**src/cfir_pkg.sv**
```systemverilog
// ----------------------------------------------------------------------------
// cfir_pkg
// Constants, codes and helpers for the complex FIR core with real taps.
// ----------------------------------------------------------------------------
package cfir_pkg;

   localparam int MAX_TAPS    = 64;
   localparam int SAMPLE_BITS = 16;

   localparam int ADDR_W      = (MAX_TAPS > 1) ? $clog2(MAX_TAPS) : 1;
   localparam int CNT_W       = $clog2(MAX_TAPS + 1);
   localparam int PROD_W      = 2 * SAMPLE_BITS;
   localparam int ACC_W       = PROD_W + CNT_W;
   localparam int FRAC_W      = SAMPLE_BITS - 1;

   localparam int TAP_IDX_W   = 6;
   localparam int TAP_COUNT_W = 7;
   localparam int BLOCK_LEN_W = 16;
   localparam int CSR_IDX_W   = 4;
   localparam int CSR_DATA_W  = 16;

   localparam logic [TAP_COUNT_W-1:0] TAP_COUNT_RST = 7'd1;
   localparam logic [BLOCK_LEN_W-1:0] BLOCK_LEN_RST = 16'd1024;

   localparam logic ACT_SAMPLE = 1'b0;
   localparam logic ACT_TAP    = 1'b1;

   typedef enum logic [CSR_IDX_W-1:0] {
      CSR_TAP_COUNT    = 4'd0,
      CSR_BLOCK_LENGTH = 4'd1
   } cfir_csr_type;

   typedef enum logic [1:0] {
      ST_IDLE,
      ST_RUN,
      ST_FIN
   } cfir_state_type;

   localparam logic signed [ACC_W-1:0] RND_BIAS =
      {{(ACC_W-FRAC_W){1'b0}}, 1'b1, {(FRAC_W-1){1'b0}}};
   localparam logic signed [ACC_W-1:0] SAT_MAX =
      {{(ACC_W-SAMPLE_BITS+1){1'b0}}, {(SAMPLE_BITS-1){1'b1}}};
   localparam logic signed [ACC_W-1:0] SAT_MIN =
      {{(ACC_W-SAMPLE_BITS+1){1'b1}}, {(SAMPLE_BITS-1){1'b0}}};

   // round half up to Q1.15, then saturate
   function automatic logic signed [SAMPLE_BITS-1:0] round_sat(
      input logic signed [ACC_W-1:0] acc
   );
      logic signed [ACC_W-1:0] sum;
      logic signed [ACC_W-1:0] shr;
      sum = acc + RND_BIAS;
      shr = sum >>> FRAC_W;
      if (shr > SAT_MAX) begin
         shr = SAT_MAX;
      end else if (shr < SAT_MIN) begin
         shr = SAT_MIN;
      end
      return shr[SAMPLE_BITS-1:0];
   endfunction

endpackage

```
**src/cfir_if.sv**
```systemverilog
// ----------------------------------------------------------------------------
// cfir interfaces
// Request, response and register-write channels of the complex FIR core.
// ----------------------------------------------------------------------------
interface cfir_req_if;
   logic                                      valid;
   logic                                      ready;
   logic                                      action;
   logic signed [cfir_pkg::SAMPLE_BITS-1:0]   sample_i;
   logic signed [cfir_pkg::SAMPLE_BITS-1:0]   sample_q;
   logic        [cfir_pkg::TAP_IDX_W-1:0]     tap_index;
   logic signed [cfir_pkg::SAMPLE_BITS-1:0]   tap_value;

   modport source (
      output valid, action, sample_i, sample_q, tap_index, tap_value,
      input  ready
   );
   modport sink (
      input  valid, action, sample_i, sample_q, tap_index, tap_value,
      output ready
   );
endinterface

interface cfir_rsp_if;
   logic                                      valid;
   logic                                      ready;
   logic signed [cfir_pkg::SAMPLE_BITS-1:0]   out_i;
   logic signed [cfir_pkg::SAMPLE_BITS-1:0]   out_q;
   logic                                      block_end;

   modport source (
      output valid, out_i, out_q, block_end,
      input  ready
   );
   modport sink (
      input  valid, out_i, out_q, block_end,
      output ready
   );
endinterface

interface cfir_csr_if;
   logic                               valid;
   logic                               ready;
   logic [cfir_pkg::CSR_IDX_W-1:0]     index;
   logic [cfir_pkg::CSR_DATA_W-1:0]    data;

   modport source (
      output valid, index, data,
      input  ready
   );
   modport sink (
      input  valid, index, data,
      output ready
   );
endinterface

```
**src/complex_fir_real_taps_core.sv**
```systemverilog
// ----------------------------------------------------------------------------
// complex_fir_real_taps_core
// Block-wise FIR: complex Q1.15 samples against real Q1.15 taps.
// ----------------------------------------------------------------------------
// req_bus carries one beat per item: action 0 filters a sample, action 1
// writes tap_value into tap tap_index (no response beat).
// rsp_bus returns one beat per sample: rounded, saturated out_i/out_q and
// block_end, set on the last sample of a block (history cleared after it).
// csr_bus writes tap_count (index 0) and block_length (index 1); always ready.
// A tap write completes in the idle state, with req ready staying high. From
// accepting a sample to its response beat req ready is low; the single
// complex-by-real MAC walks the taps one per cycle from the history and tap
// memories.
// The response sits in an output register; a new item can be accepted while
// it waits, but the next sample holds in its final step until the receiver
// takes the pending beat.
// Reset clears taps and history (per-entry valid bits), block position and the
// output valid flag; tap_count returns to 1 and block_length to 1024.
// ----------------------------------------------------------------------------
module complex_fir_real_taps_core (
   input  logic        clock,
   input  logic        reset,
   cfir_req_if.sink    req_bus,
   cfir_rsp_if.source  rsp_bus,
   cfir_csr_if.sink    csr_bus
);

   cfir_pkg::cfir_state_type                     state_ff, state_in;
   logic [cfir_pkg::CNT_W-1:0]                   cnt_ff, cnt_in;
   logic [cfir_pkg::CNT_W-1:0]                   ntap_ff, ntap_in;
   logic [cfir_pkg::CNT_W-1:0]                   ntap_sel;
   logic [cfir_pkg::ADDR_W-1:0]                  wp_ff, wp_in;
   logic [cfir_pkg::BLOCK_LEN_W-1:0]             pos_ff, pos_in, pos_step;
   logic [cfir_pkg::MAX_TAPS-1:0]                dvld_ff, dvld_in;
   logic [cfir_pkg::MAX_TAPS-1:0]                tvld_ff, tvld_in;
   logic [cfir_pkg::TAP_COUNT_W-1:0]             tap_count_ff;
   logic [cfir_pkg::BLOCK_LEN_W-1:0]             block_length_ff;

   logic                                         rd_vld_ff, prod_vld_ff;
   logic                                         rsp_valid_ff, rsp_valid_in;
   logic                                         issue, fin_go, blk_last;
   logic                                         dmem_we, tmem_we, tap_ok;
   logic [cfir_pkg::ADDR_W-1:0]                  tap_addr, k_addr, d_addr;

   logic [cfir_pkg::PROD_W-1:0]                  dmem [cfir_pkg::MAX_TAPS];
   logic signed [cfir_pkg::SAMPLE_BITS-1:0]      tmem [cfir_pkg::MAX_TAPS];

   logic [cfir_pkg::PROD_W-1:0]                  rd_d_ff;
   logic signed [cfir_pkg::SAMPLE_BITS-1:0]      rd_t_ff;
   logic                                         rd_dv_ff, rd_tv_ff;
   logic signed [cfir_pkg::SAMPLE_BITS-1:0]      mul_i, mul_q, mul_t;
   logic signed [cfir_pkg::PROD_W-1:0]           prod_i_ff, prod_q_ff;
   logic signed [cfir_pkg::ACC_W-1:0]            acc_i_ff, acc_q_ff;
   logic signed [cfir_pkg::SAMPLE_BITS-1:0]      out_i_ff, out_q_ff;
   logic                                         block_end_ff;

   assign ntap_sel = (int'(tap_count_ff) > cfir_pkg::MAX_TAPS)
                   ? cfir_pkg::CNT_W'(cfir_pkg::MAX_TAPS)
                   : cfir_pkg::CNT_W'(tap_count_ff);
   assign tap_ok   = int'(req_bus.tap_index) < cfir_pkg::MAX_TAPS;
   assign tap_addr = cfir_pkg::ADDR_W'(req_bus.tap_index);
   assign k_addr   = cnt_ff[cfir_pkg::ADDR_W-1:0];
   // history lag k lives at wp - k, modulo the line depth
   assign d_addr   = (wp_ff >= k_addr) ? (wp_ff - k_addr)
                   : (cfir_pkg::ADDR_W'(cfir_pkg::MAX_TAPS) + wp_ff - k_addr);
   assign pos_step = pos_ff + 1'b1;
   assign blk_last = (pos_step == block_length_ff);

   always_comb begin
      state_in     = state_ff;
      cnt_in       = cnt_ff;
      ntap_in      = ntap_ff;
      wp_in        = wp_ff;
      pos_in       = pos_ff;
      dvld_in      = dvld_ff;
      tvld_in      = tvld_ff;
      rsp_valid_in = rsp_valid_ff && !rsp_bus.ready;
      req_bus.ready = 1'b0;
      issue        = 1'b0;
      fin_go       = 1'b0;
      dmem_we      = 1'b0;
      tmem_we      = 1'b0;
      unique case (state_ff)
         cfir_pkg::ST_IDLE: begin
            req_bus.ready = 1'b1;
            if (req_bus.valid) begin
               if (req_bus.action == cfir_pkg::ACT_TAP) begin
                  if (tap_ok) begin
                     tmem_we           = 1'b1;
                     tvld_in[tap_addr] = 1'b1;
                  end
               end else begin
                  dmem_we        = 1'b1;
                  dvld_in[wp_ff] = 1'b1;
                  cnt_in         = '0;
                  ntap_in        = ntap_sel;
                  state_in       = cfir_pkg::ST_RUN;
               end
            end
         end
         cfir_pkg::ST_RUN: begin
            if (cnt_ff < ntap_ff) begin
               issue  = 1'b1;
               cnt_in = cnt_ff + 1'b1;
            end else if (!rd_vld_ff && !prod_vld_ff) begin
               state_in = cfir_pkg::ST_FIN;
            end
         end
         cfir_pkg::ST_FIN: begin
            if (!rsp_valid_ff || rsp_bus.ready) begin
               fin_go       = 1'b1;
               rsp_valid_in = 1'b1;
               wp_in        = (wp_ff == cfir_pkg::ADDR_W'(cfir_pkg::MAX_TAPS - 1))
                            ? '0 : (wp_ff + 1'b1);
               pos_in       = blk_last ? '0 : pos_step;
               if (blk_last) begin
                  dvld_in = '0;
               end
               state_in     = cfir_pkg::ST_IDLE;
            end
         end
         default: begin
            state_in = cfir_pkg::ST_IDLE;
         end
      endcase
   end

   always_ff @(posedge clock) begin
      if (reset) begin
         state_ff        <= cfir_pkg::ST_IDLE;
         cnt_ff          <= '0;
         ntap_ff         <= '0;
         wp_ff           <= '0;
         pos_ff          <= '0;
         dvld_ff         <= '0;
         tvld_ff         <= '0;
         rd_vld_ff       <= 1'b0;
         prod_vld_ff     <= 1'b0;
         rsp_valid_ff    <= 1'b0;
         tap_count_ff    <= cfir_pkg::TAP_COUNT_RST;
         block_length_ff <= cfir_pkg::BLOCK_LEN_RST;
      end else begin
         state_ff     <= state_in;
         cnt_ff       <= cnt_in;
         ntap_ff      <= ntap_in;
         wp_ff        <= wp_in;
         pos_ff       <= pos_in;
         dvld_ff      <= dvld_in;
         tvld_ff      <= tvld_in;
         rd_vld_ff    <= issue;
         prod_vld_ff  <= rd_vld_ff;
         rsp_valid_ff <= rsp_valid_in;
         if (csr_bus.valid) begin
            if (csr_bus.index == cfir_pkg::CSR_TAP_COUNT) begin
               tap_count_ff <= csr_bus.data[cfir_pkg::TAP_COUNT_W-1:0];
            end else if (csr_bus.index == cfir_pkg::CSR_BLOCK_LENGTH) begin
               block_length_ff <= csr_bus.data[cfir_pkg::BLOCK_LEN_W-1:0];
            end
         end
      end
   end

   assign csr_bus.ready = 1'b1;

   // history and tap memories, registered reads
   always_ff @(posedge clock) begin
      if (dmem_we) begin
         dmem[wp_ff] <= {req_bus.sample_i, req_bus.sample_q};
      end
      if (tmem_we) begin
         tmem[tap_addr] <= req_bus.tap_value;
      end
      rd_d_ff  <= dmem[d_addr];
      rd_t_ff  <= tmem[k_addr];
      rd_dv_ff <= dvld_ff[d_addr];
      rd_tv_ff <= tvld_ff[k_addr];
   end

   assign mul_i = rd_dv_ff ? signed'(rd_d_ff[cfir_pkg::PROD_W-1:cfir_pkg::SAMPLE_BITS]) : '0;
   assign mul_q = rd_dv_ff ? signed'(rd_d_ff[cfir_pkg::SAMPLE_BITS-1:0]) : '0;
   assign mul_t = rd_tv_ff ? rd_t_ff : '0;

   always_ff @(posedge clock) begin
      prod_i_ff <= mul_i * mul_t;
      prod_q_ff <= mul_q * mul_t;
      if (dmem_we) begin
         acc_i_ff <= '0;
         acc_q_ff <= '0;
      end else if (prod_vld_ff) begin
         acc_i_ff <= acc_i_ff + cfir_pkg::ACC_W'(prod_i_ff);
         acc_q_ff <= acc_q_ff + cfir_pkg::ACC_W'(prod_q_ff);
      end
      if (fin_go) begin
         out_i_ff     <= cfir_pkg::round_sat(acc_i_ff);
         out_q_ff     <= cfir_pkg::round_sat(acc_q_ff);
         block_end_ff <= blk_last;
      end
   end

   assign rsp_bus.valid     = rsp_valid_ff;
   assign rsp_bus.out_i     = out_i_ff;
   assign rsp_bus.out_q     = out_q_ff;
   assign rsp_bus.block_end = block_end_ff;

endmodule

```
**src/flat_wrapper.sv**
```systemverilog
// flat-port wrapper written by rule: the top's interface ports become plain ports
module complex_fir_real_taps_core_flat 
  (clock, reset, req_bus_valid, req_bus_action, req_bus_sample_i, req_bus_sample_q, req_bus_tap_index, req_bus_tap_value, req_bus_ready, rsp_bus_valid, rsp_bus_out_i, rsp_bus_out_q, rsp_bus_block_end, rsp_bus_ready, csr_bus_valid, csr_bus_index, csr_bus_data, csr_bus_ready);
  cfir_req_if req_bus_i ();
  cfir_rsp_if rsp_bus_i ();
  cfir_csr_if csr_bus_i ();
  input  logic clock;
  input  logic reset;
  input wire logic [$bits(req_bus_i.valid)-1:0] req_bus_valid;
  input wire logic [$bits(req_bus_i.action)-1:0] req_bus_action;
  input wire logic [$bits(req_bus_i.sample_i)-1:0] req_bus_sample_i;
  input wire logic [$bits(req_bus_i.sample_q)-1:0] req_bus_sample_q;
  input wire logic [$bits(req_bus_i.tap_index)-1:0] req_bus_tap_index;
  input wire logic [$bits(req_bus_i.tap_value)-1:0] req_bus_tap_value;
  output wire logic [$bits(req_bus_i.ready)-1:0] req_bus_ready;
  output wire logic [$bits(rsp_bus_i.valid)-1:0] rsp_bus_valid;
  output wire logic [$bits(rsp_bus_i.out_i)-1:0] rsp_bus_out_i;
  output wire logic [$bits(rsp_bus_i.out_q)-1:0] rsp_bus_out_q;
  output wire logic [$bits(rsp_bus_i.block_end)-1:0] rsp_bus_block_end;
  input wire logic [$bits(rsp_bus_i.ready)-1:0] rsp_bus_ready;
  input wire logic [$bits(csr_bus_i.valid)-1:0] csr_bus_valid;
  input wire logic [$bits(csr_bus_i.index)-1:0] csr_bus_index;
  input wire logic [$bits(csr_bus_i.data)-1:0] csr_bus_data;
  output wire logic [$bits(csr_bus_i.ready)-1:0] csr_bus_ready;
  assign req_bus_i.valid = req_bus_valid;
  assign req_bus_i.action = req_bus_action;
  assign req_bus_i.sample_i = req_bus_sample_i;
  assign req_bus_i.sample_q = req_bus_sample_q;
  assign req_bus_i.tap_index = req_bus_tap_index;
  assign req_bus_i.tap_value = req_bus_tap_value;
  assign req_bus_ready = req_bus_i.ready;
  assign rsp_bus_valid = rsp_bus_i.valid;
  assign rsp_bus_out_i = rsp_bus_i.out_i;
  assign rsp_bus_out_q = rsp_bus_i.out_q;
  assign rsp_bus_block_end = rsp_bus_i.block_end;
  assign rsp_bus_i.ready = rsp_bus_ready;
  assign csr_bus_i.valid = csr_bus_valid;
  assign csr_bus_i.index = csr_bus_index;
  assign csr_bus_i.data = csr_bus_data;
  assign csr_bus_ready = csr_bus_i.ready;
  complex_fir_real_taps_core u_core (.clock(clock), .reset(reset), .req_bus(req_bus_i), .rsp_bus(rsp_bus_i), .csr_bus(csr_bus_i));
endmodule
```
**config.mk**
```make
export PLATFORM = sky130hd
export DESIGN_NAME = complex_fir_real_taps_core_flat
export DESIGN_NICKNAME = d
export VERILOG_FILES = /design/src/cfir_pkg.sv /design/src/cfir_if.sv /design/src/complex_fir_real_taps_core.sv /design/src/flat_wrapper.sv
export SDC_FILE = /design/constraint.sdc
export NUM_CORES = 2
export LEC_CHECK = 0
export BUFFER_PORTS_ARGS = -buffer_cell sky130_fd_sc_hd__buf_2
export CORE_MARGIN = 1
export CORE_UTILIZATION = 52
export CTS_CLUSTER_DIAMETER = 100
export DETAILED_ROUTE_END_ITERATION = 10
export GPL_TIMING_DRIVEN = 0
export HOLD_SLACK_MARGIN = 0.15
export PLACE_DENSITY_LB_ADDON = 0.15
export RECOVER_POWER = 25
export SLEW_MARGIN = 30
export SYNTH_ARGS = -nofsm -noshare
export SYNTH_HDL_FRONTEND = slang
export SYNTH_SLANG_ARGS = --single-unit
```
**constraint.sdc**
```tcl
create_clock -name clock -period 22 [get_ports clock]
set_clock_uncertainty 0.2 [all_clocks]
set_input_delay 3.3 -clock clock [delete_from_list [all_inputs] [get_ports clock]]
set_output_delay 3.3 -clock clock [all_outputs]
set_load 0.02 [all_outputs]
```
== Yosys cells after proc, flatten, opt, wreduce, memory -nomap -nowiden ==
Memories as Yosys holds them, arrays and structs flattened. A register that Yosys moved wholly into a read port is not among the register bits.
Index checks and enable logic that the tools add are counted.
Operators by class
  multipliers: 2
  equality and inequality tests: 12
  bitwise logic cells: 5
  reductions and logical operators: 22
  muxes and demuxes: 47
  $add $sub $neg: 8
  magnitude comparators: 12
Operator list (number)
  64-bit 2-to-1 mux: 4
  64-bit OR: 2
  64-bit case mux with 2 select lines: 1
  16-bit 2-to-1 mux: 6
  39-bit by 16-bit adder with 39-bit output, second input constant: 2
  39-bit by 32-bit adder with 39-bit output: 2
  16-bit by 16-bit multiplier with 32-bit output: 2
  24-bit by 16-bit greater-than comparator with 1-bit output, second input constant: 2
  24-bit by 16-bit less-than comparator with 1-bit output, second input constant: 2
  6-bit by 7-bit less-than comparator with 1-bit output, second input constant: 4
  7-bit 2-to-1 mux: 4
  1-bit 2-to-1 mux: 20
  16-bit by 1-bit adder with 16-bit output, second input constant: 1
  16-bit == test: 1
  7-bit case mux with 2 select lines: 1
  1-bit binary-select mux with 6-bit select: 2
  1-bit demux with 6-bit select: 2
  6-bit by 1-bit greater-or-equal comparator with 1-bit output, second input constant: 2
  2-bit 2-to-1 mux: 5
  5-bit AND reduction: 2
  3-bit AND reduction: 3
  2-bit by 1-bit != test with 1-bit output, second input constant: 4
  7-bit by 1-bit adder with 7-bit output, second input constant: 1
  7-bit greater-than comparator, second input constant: 1
  20 further kinds: 32
Word-level totals
  word-level logic and storage cells: 131
  memories kept: 2
  register bits: 369
  bits in writable memories: 3072
Memory list
  u_core.dmem: depth 64, width 32, read ports 1, clocked after memory_dff 1, write ports 1, RTL line complex_fir_real_taps_core.sv:45  | logic [cfir_pkg::PROD_W-1:0] dmem [cfir_pkg::MAX_TAPS];
  u_core.tmem: depth 64, width 16, read ports 1, clocked after memory_dff 1, write ports 1, RTL line complex_fir_real_taps_core.sv:46  | logic signed [cfir_pkg::SAMPLE_BITS-1:0] tmem [cfir_pkg::MAX_TAPS];

== Logic depth before layout (Yosys ltp) ==
  depth in word-level cells: 8
  mapped depth: 28
  gate-level depth less buffers: 25

== Least setup slack after synthesis ==
No wires, ideal clock.
  path type: register -> register
  start point: register u_core.rd_tv_ff
  end point: register u_core.prod_i_ff[31] (netlist bit)
  path slack: 15.027 ns
  stages on the path, launching flop included: 27
  arrival time: 6.701 ns
  data required time: 21.728 ns
  setup time: 0.072 ns
  cells stage by stage: dfxtp_1 > clkbuf_1 > clkbuf_1 > and2_0 > clkbuf_1 > nand2_1 > fa_1 > inv_1 > fa_1 > fa_1 > fa_1 > fa_1 > inv_1 > fa_1 > inv_1 > ha_1 > a21o_1 > a21o_1 > a21oi_1 > nor2_1 > a2111oi_0 > o311ai_1 > a311o_1 > a21oi_2 > o21ai_0 > a21oi_1 > xnor2_1
Between the ends
  cells in the longest elaborated chain, start to end: 2
Ends and longest elaborated chain
  start: declaration: RTL line complex_fir_real_taps_core.sv:50  | logic rd_dv_ff, rd_tv_ff;
  start signal: assignment: RTL line complex_fir_real_taps_core.sv:176  | rd_tv_ff <= tvld_ff[k_addr];
  16-bit 2-to-1 mux: RTL line complex_fir_real_taps_core.sv:181  | assign mul_t = rd_tv_ff ? rd_t_ff : '0;
  16-bit by 16-bit multiplier with 32-bit output: RTL line complex_fir_real_taps_core.sv:184  | prod_i_ff <= mul_i * mul_t;
  end signal: assignment: RTL line complex_fir_real_taps_core.sv:184
  end: declaration: RTL line complex_fir_real_taps_core.sv:52  | logic signed [cfir_pkg::PROD_W-1:0] prod_i_ff, prod_q_ff;
Every way passes these cells.
A chain may end at the register's enable or synchronous reset.

== Worst setup path after layout ==
Same ends and word-level chain as after synthesis.

==> reports/results.ini <==
[final_layout]
layout.area.seq_um2=100900
nFillCells=21776
fin_area_um2=177200
multi_input_area_um2=51180
area_growth_pct=14.27
fin_nets=10254
fin_cells=13627
drive_gt1_share_pct=21.63

[cts]
cts_setup_buffers=0
cts.sinks=3489
post_cts_resized=0
cts_tree=yes
cts_max_path_buffers=4
cts_root_buffer=clkbuf_16
clk_pin_slew_worst_paths_ps=60
htreeDepth=5
cts-buffers-inserted=358
cts_hold_buffers=0
worstSkewPairLatency_ps=950

[timing]
worst_pin_slew_ps=3456
finalHoldViolCount=0
final_max_slew_viol_count=2730
finalSetupViolCount=0
rsz0062_at_grt=no
whs_ps=260.6
min_period_over_period_pct=39.59
min_period_ps=8710
max_freq_mhz=114.8
tns_ps=0
max_slew_margin_pct=-130.4

[place]
numPortBuffers=110
dp.cells=12968
gp_congestion=0.9127
dpl_cell_area_um2=165800
dpl.hpwl_mm=282.3

[synth]
yosysSeqAreaShare_pct=65.09
synth_fp_nets=9610
synth.top_cell.area_share_pct=60.13
syn_area_um2=155100
synth.distinct_cells=87
yosys_warnings=0
synth_edf_count=3105
ys_ff_latch=3489
async_flop_share_pct=0
synthFlopType=edfxtp_1
synth_area_leader_cell=edfxtp_1
syn_area_per_cell_um2=17.73
synth_area_leaders=edfxtp_1 (60%), mux4_2 (15%), fa_1 (6.8%)
syn_inst=8747

[floorplan]
die_area_um2=300400
die_w_um=548.1
die_h_um=548.1
rows=200
core_um2=296800
ios=116
start_util_pct=52.25

[power]
power_mw=13.89
power_density_nw_per_um2=78.39
power_leakage_nw=60.43
vdd_drop_max_mv=0.07114

[global_routing]
antenna_found_initial=27
overflow=0
grt_max_degree=65
grt_pass1_wl_mm=590.5
grtUsageMet1_pct=38.08
use_met3_pct=4.560
top_usage_layer=met2
grt_util_met2_pct=45.02
track_usage_pct=27.51
grt_pass1_vias=85101

[route]
routedWlPerCell_um=30.00
ant_nets=0
firstDrtPassIters=6
drc_errors=0
drtIter0Drc=9270
postRouteWirelength_mm=408.8
vias=82978
vias_per_cell=6.089

[setup_path]
crit_path_max_fanout=10
worst_path_most_repeated_cell=fa_1
path_buf_inv=6
cp_num_cells=26
crit_path_start_kind=register
worst-r2r-cell-count=26
max_stage_delay_ps=680
arrival_ps=9320
critPathTopFamily=adder cells
cp_slowest_cell=clkbuf_1
cp.required_ps=22610
worstSetupPathType=register to register
endpoint_kind=register
cp-startpoint=u_core.rd_tv_ff
r2r-start=u_core.rd_tv_ff

[worst_hold_path]
hold_path.class=register to register
whs_path_depth=2
hp-start=u_core.ntap_ff[4]

[run_status]
violations=capacitance limit, slew limit
status=finished, violations left

[run]
drv_cap=42

final timing paths:
check | slack, ps | endpoint
worst min-delay path | 260 | u_core.ntap_ff[4]
worst max-delay path | 13290 | u_core.prod_i_ff[31]
worst min register to register | 260 | u_core.ntap_ff[4]
worst max register to register | 13290 | u_core.prod_i_ff[31]
cells in the final DEF, fill, tap and decap left out, types with 113 or more instances in the layout:
| master | instances |
|---|---|
| clkbuf_1 | 374 |
| clkbuf_16 | 362 |
| buf_2 | 128 |
| nor2_1 | 577 |
| fa_1 | 527 |
| a21oi_1 | 176 |
| mux2i_1 | 116 |
| inv_1 | 647 |
| dfxtp_1 | 384 |
| nand2_1 | 375 |
| buf_16 | 125 |
| xnor2_1 | 146 |
| nor2_4 | 113 |
| ha_1 | 256 |
| edfxtp_1 | 3105 |
| mux4_2 | 1017 |
metrics by stage:
stage / setup WS [ps] / utilization (%)
after floorplan: 15030 / -
after global placement: 11820 / 54.09
after detailed placement: 13330 / 55.88
after CTS: 13170 / 59.72
after global routing: 12870 / 59.70
final: 13290 / 59.70
cell usage after synthesis, types with 7 or more instances:
master	number
edfxtp_1	3105
mux4_2	1017
nor2_1	703
inv_1	647
fa_1	527
dfxtp_1	384
nand2_1	375
clkbuf_1	293
ha_1	256
a21oi_1	176
xnor2_1	148
mux2i_1	116
o21ai_0	110
buf_1	105
o21a_1	82
a21o_1	77
xor2_1	71
nand3_1	69
nor2b_1	52
and2_1	47
a211oi_1	46
nor3_1	33
and3_1	27
a31oi_1	22
nand3b_1	22
nand4_1	21
nand2b_1	20
o21bai_1	17
buf_2	12
nor3b_1	11
o21ba_2	10
or3_1	10
and4_1	9
a21boi_0	8
or3b_2	7
kinds of logic (layout without fill, tap and decap cells):
kind of cell	count (synthesis)	count (layout)	synth area share (%)
compound gates	622	622	2.630
xor+xnor	219	219	1.237
fa+ha+maj	783	783	8.869
buf+inv	1064	1994	2.597
flops	3489	3489	65.09
mux	1134	1134	15.53
other cells	1	12	0.002418
simple gates	1435	1435	4.050
cell type report:
type | instances | share of cell area, %
timing repair buffer | 284 | 2.569
sequential | 3489 | 56.96
clock buffer | 453 | 5.356
inverter | 650 | 1.377
tap | 3939 | 2.781
buffer | 414 | 0.9794
clock inverter | 193 | 1.079
antenna | 11 | 0.01553
multi-input combinational | 4194 | 28.88
state kept, by name, summed over array words and instances (netlist names), 32 cells and up:
name and cells:
u_core.dmem 2048, u_core.dvld_ff 64, u_core.prod_q_ff 32, u_core.tvld_ff 64, u_core.acc_q_ff 39, u_core.prod_i_ff 32, u_core.acc_i_ff 39, u_core.rd_d_ff 32
u_core.tmem 1024
where the power goes:
part           internal, mW  switching (mW)  total, mW
registers              7.25          0.0151       7.26
clock network          3.37            2.57       5.94
logic                 0.241           0.449      0.690
total                  10.9            3.04       13.9
tightest hold or removal path, delay by kind of cell, from the launching register on:
| kind | cells | cell delay (ps) |
|---|---|---|
| AND/OR/NAND/NOR | 1 | 50 |
| flip-flops | 1 | 310 |
| AO/OA/AOI/OAI | 1 | 50 |
metal layers:
layer  wire (um)  vias to the layer above
met5          54                        -
met4       14050                        6
met3       33050                      647
met2      198500                     3596
met1      163200                    44026
li1            -                    34703
Note: power is estimated with default switching activity, not from simulation.
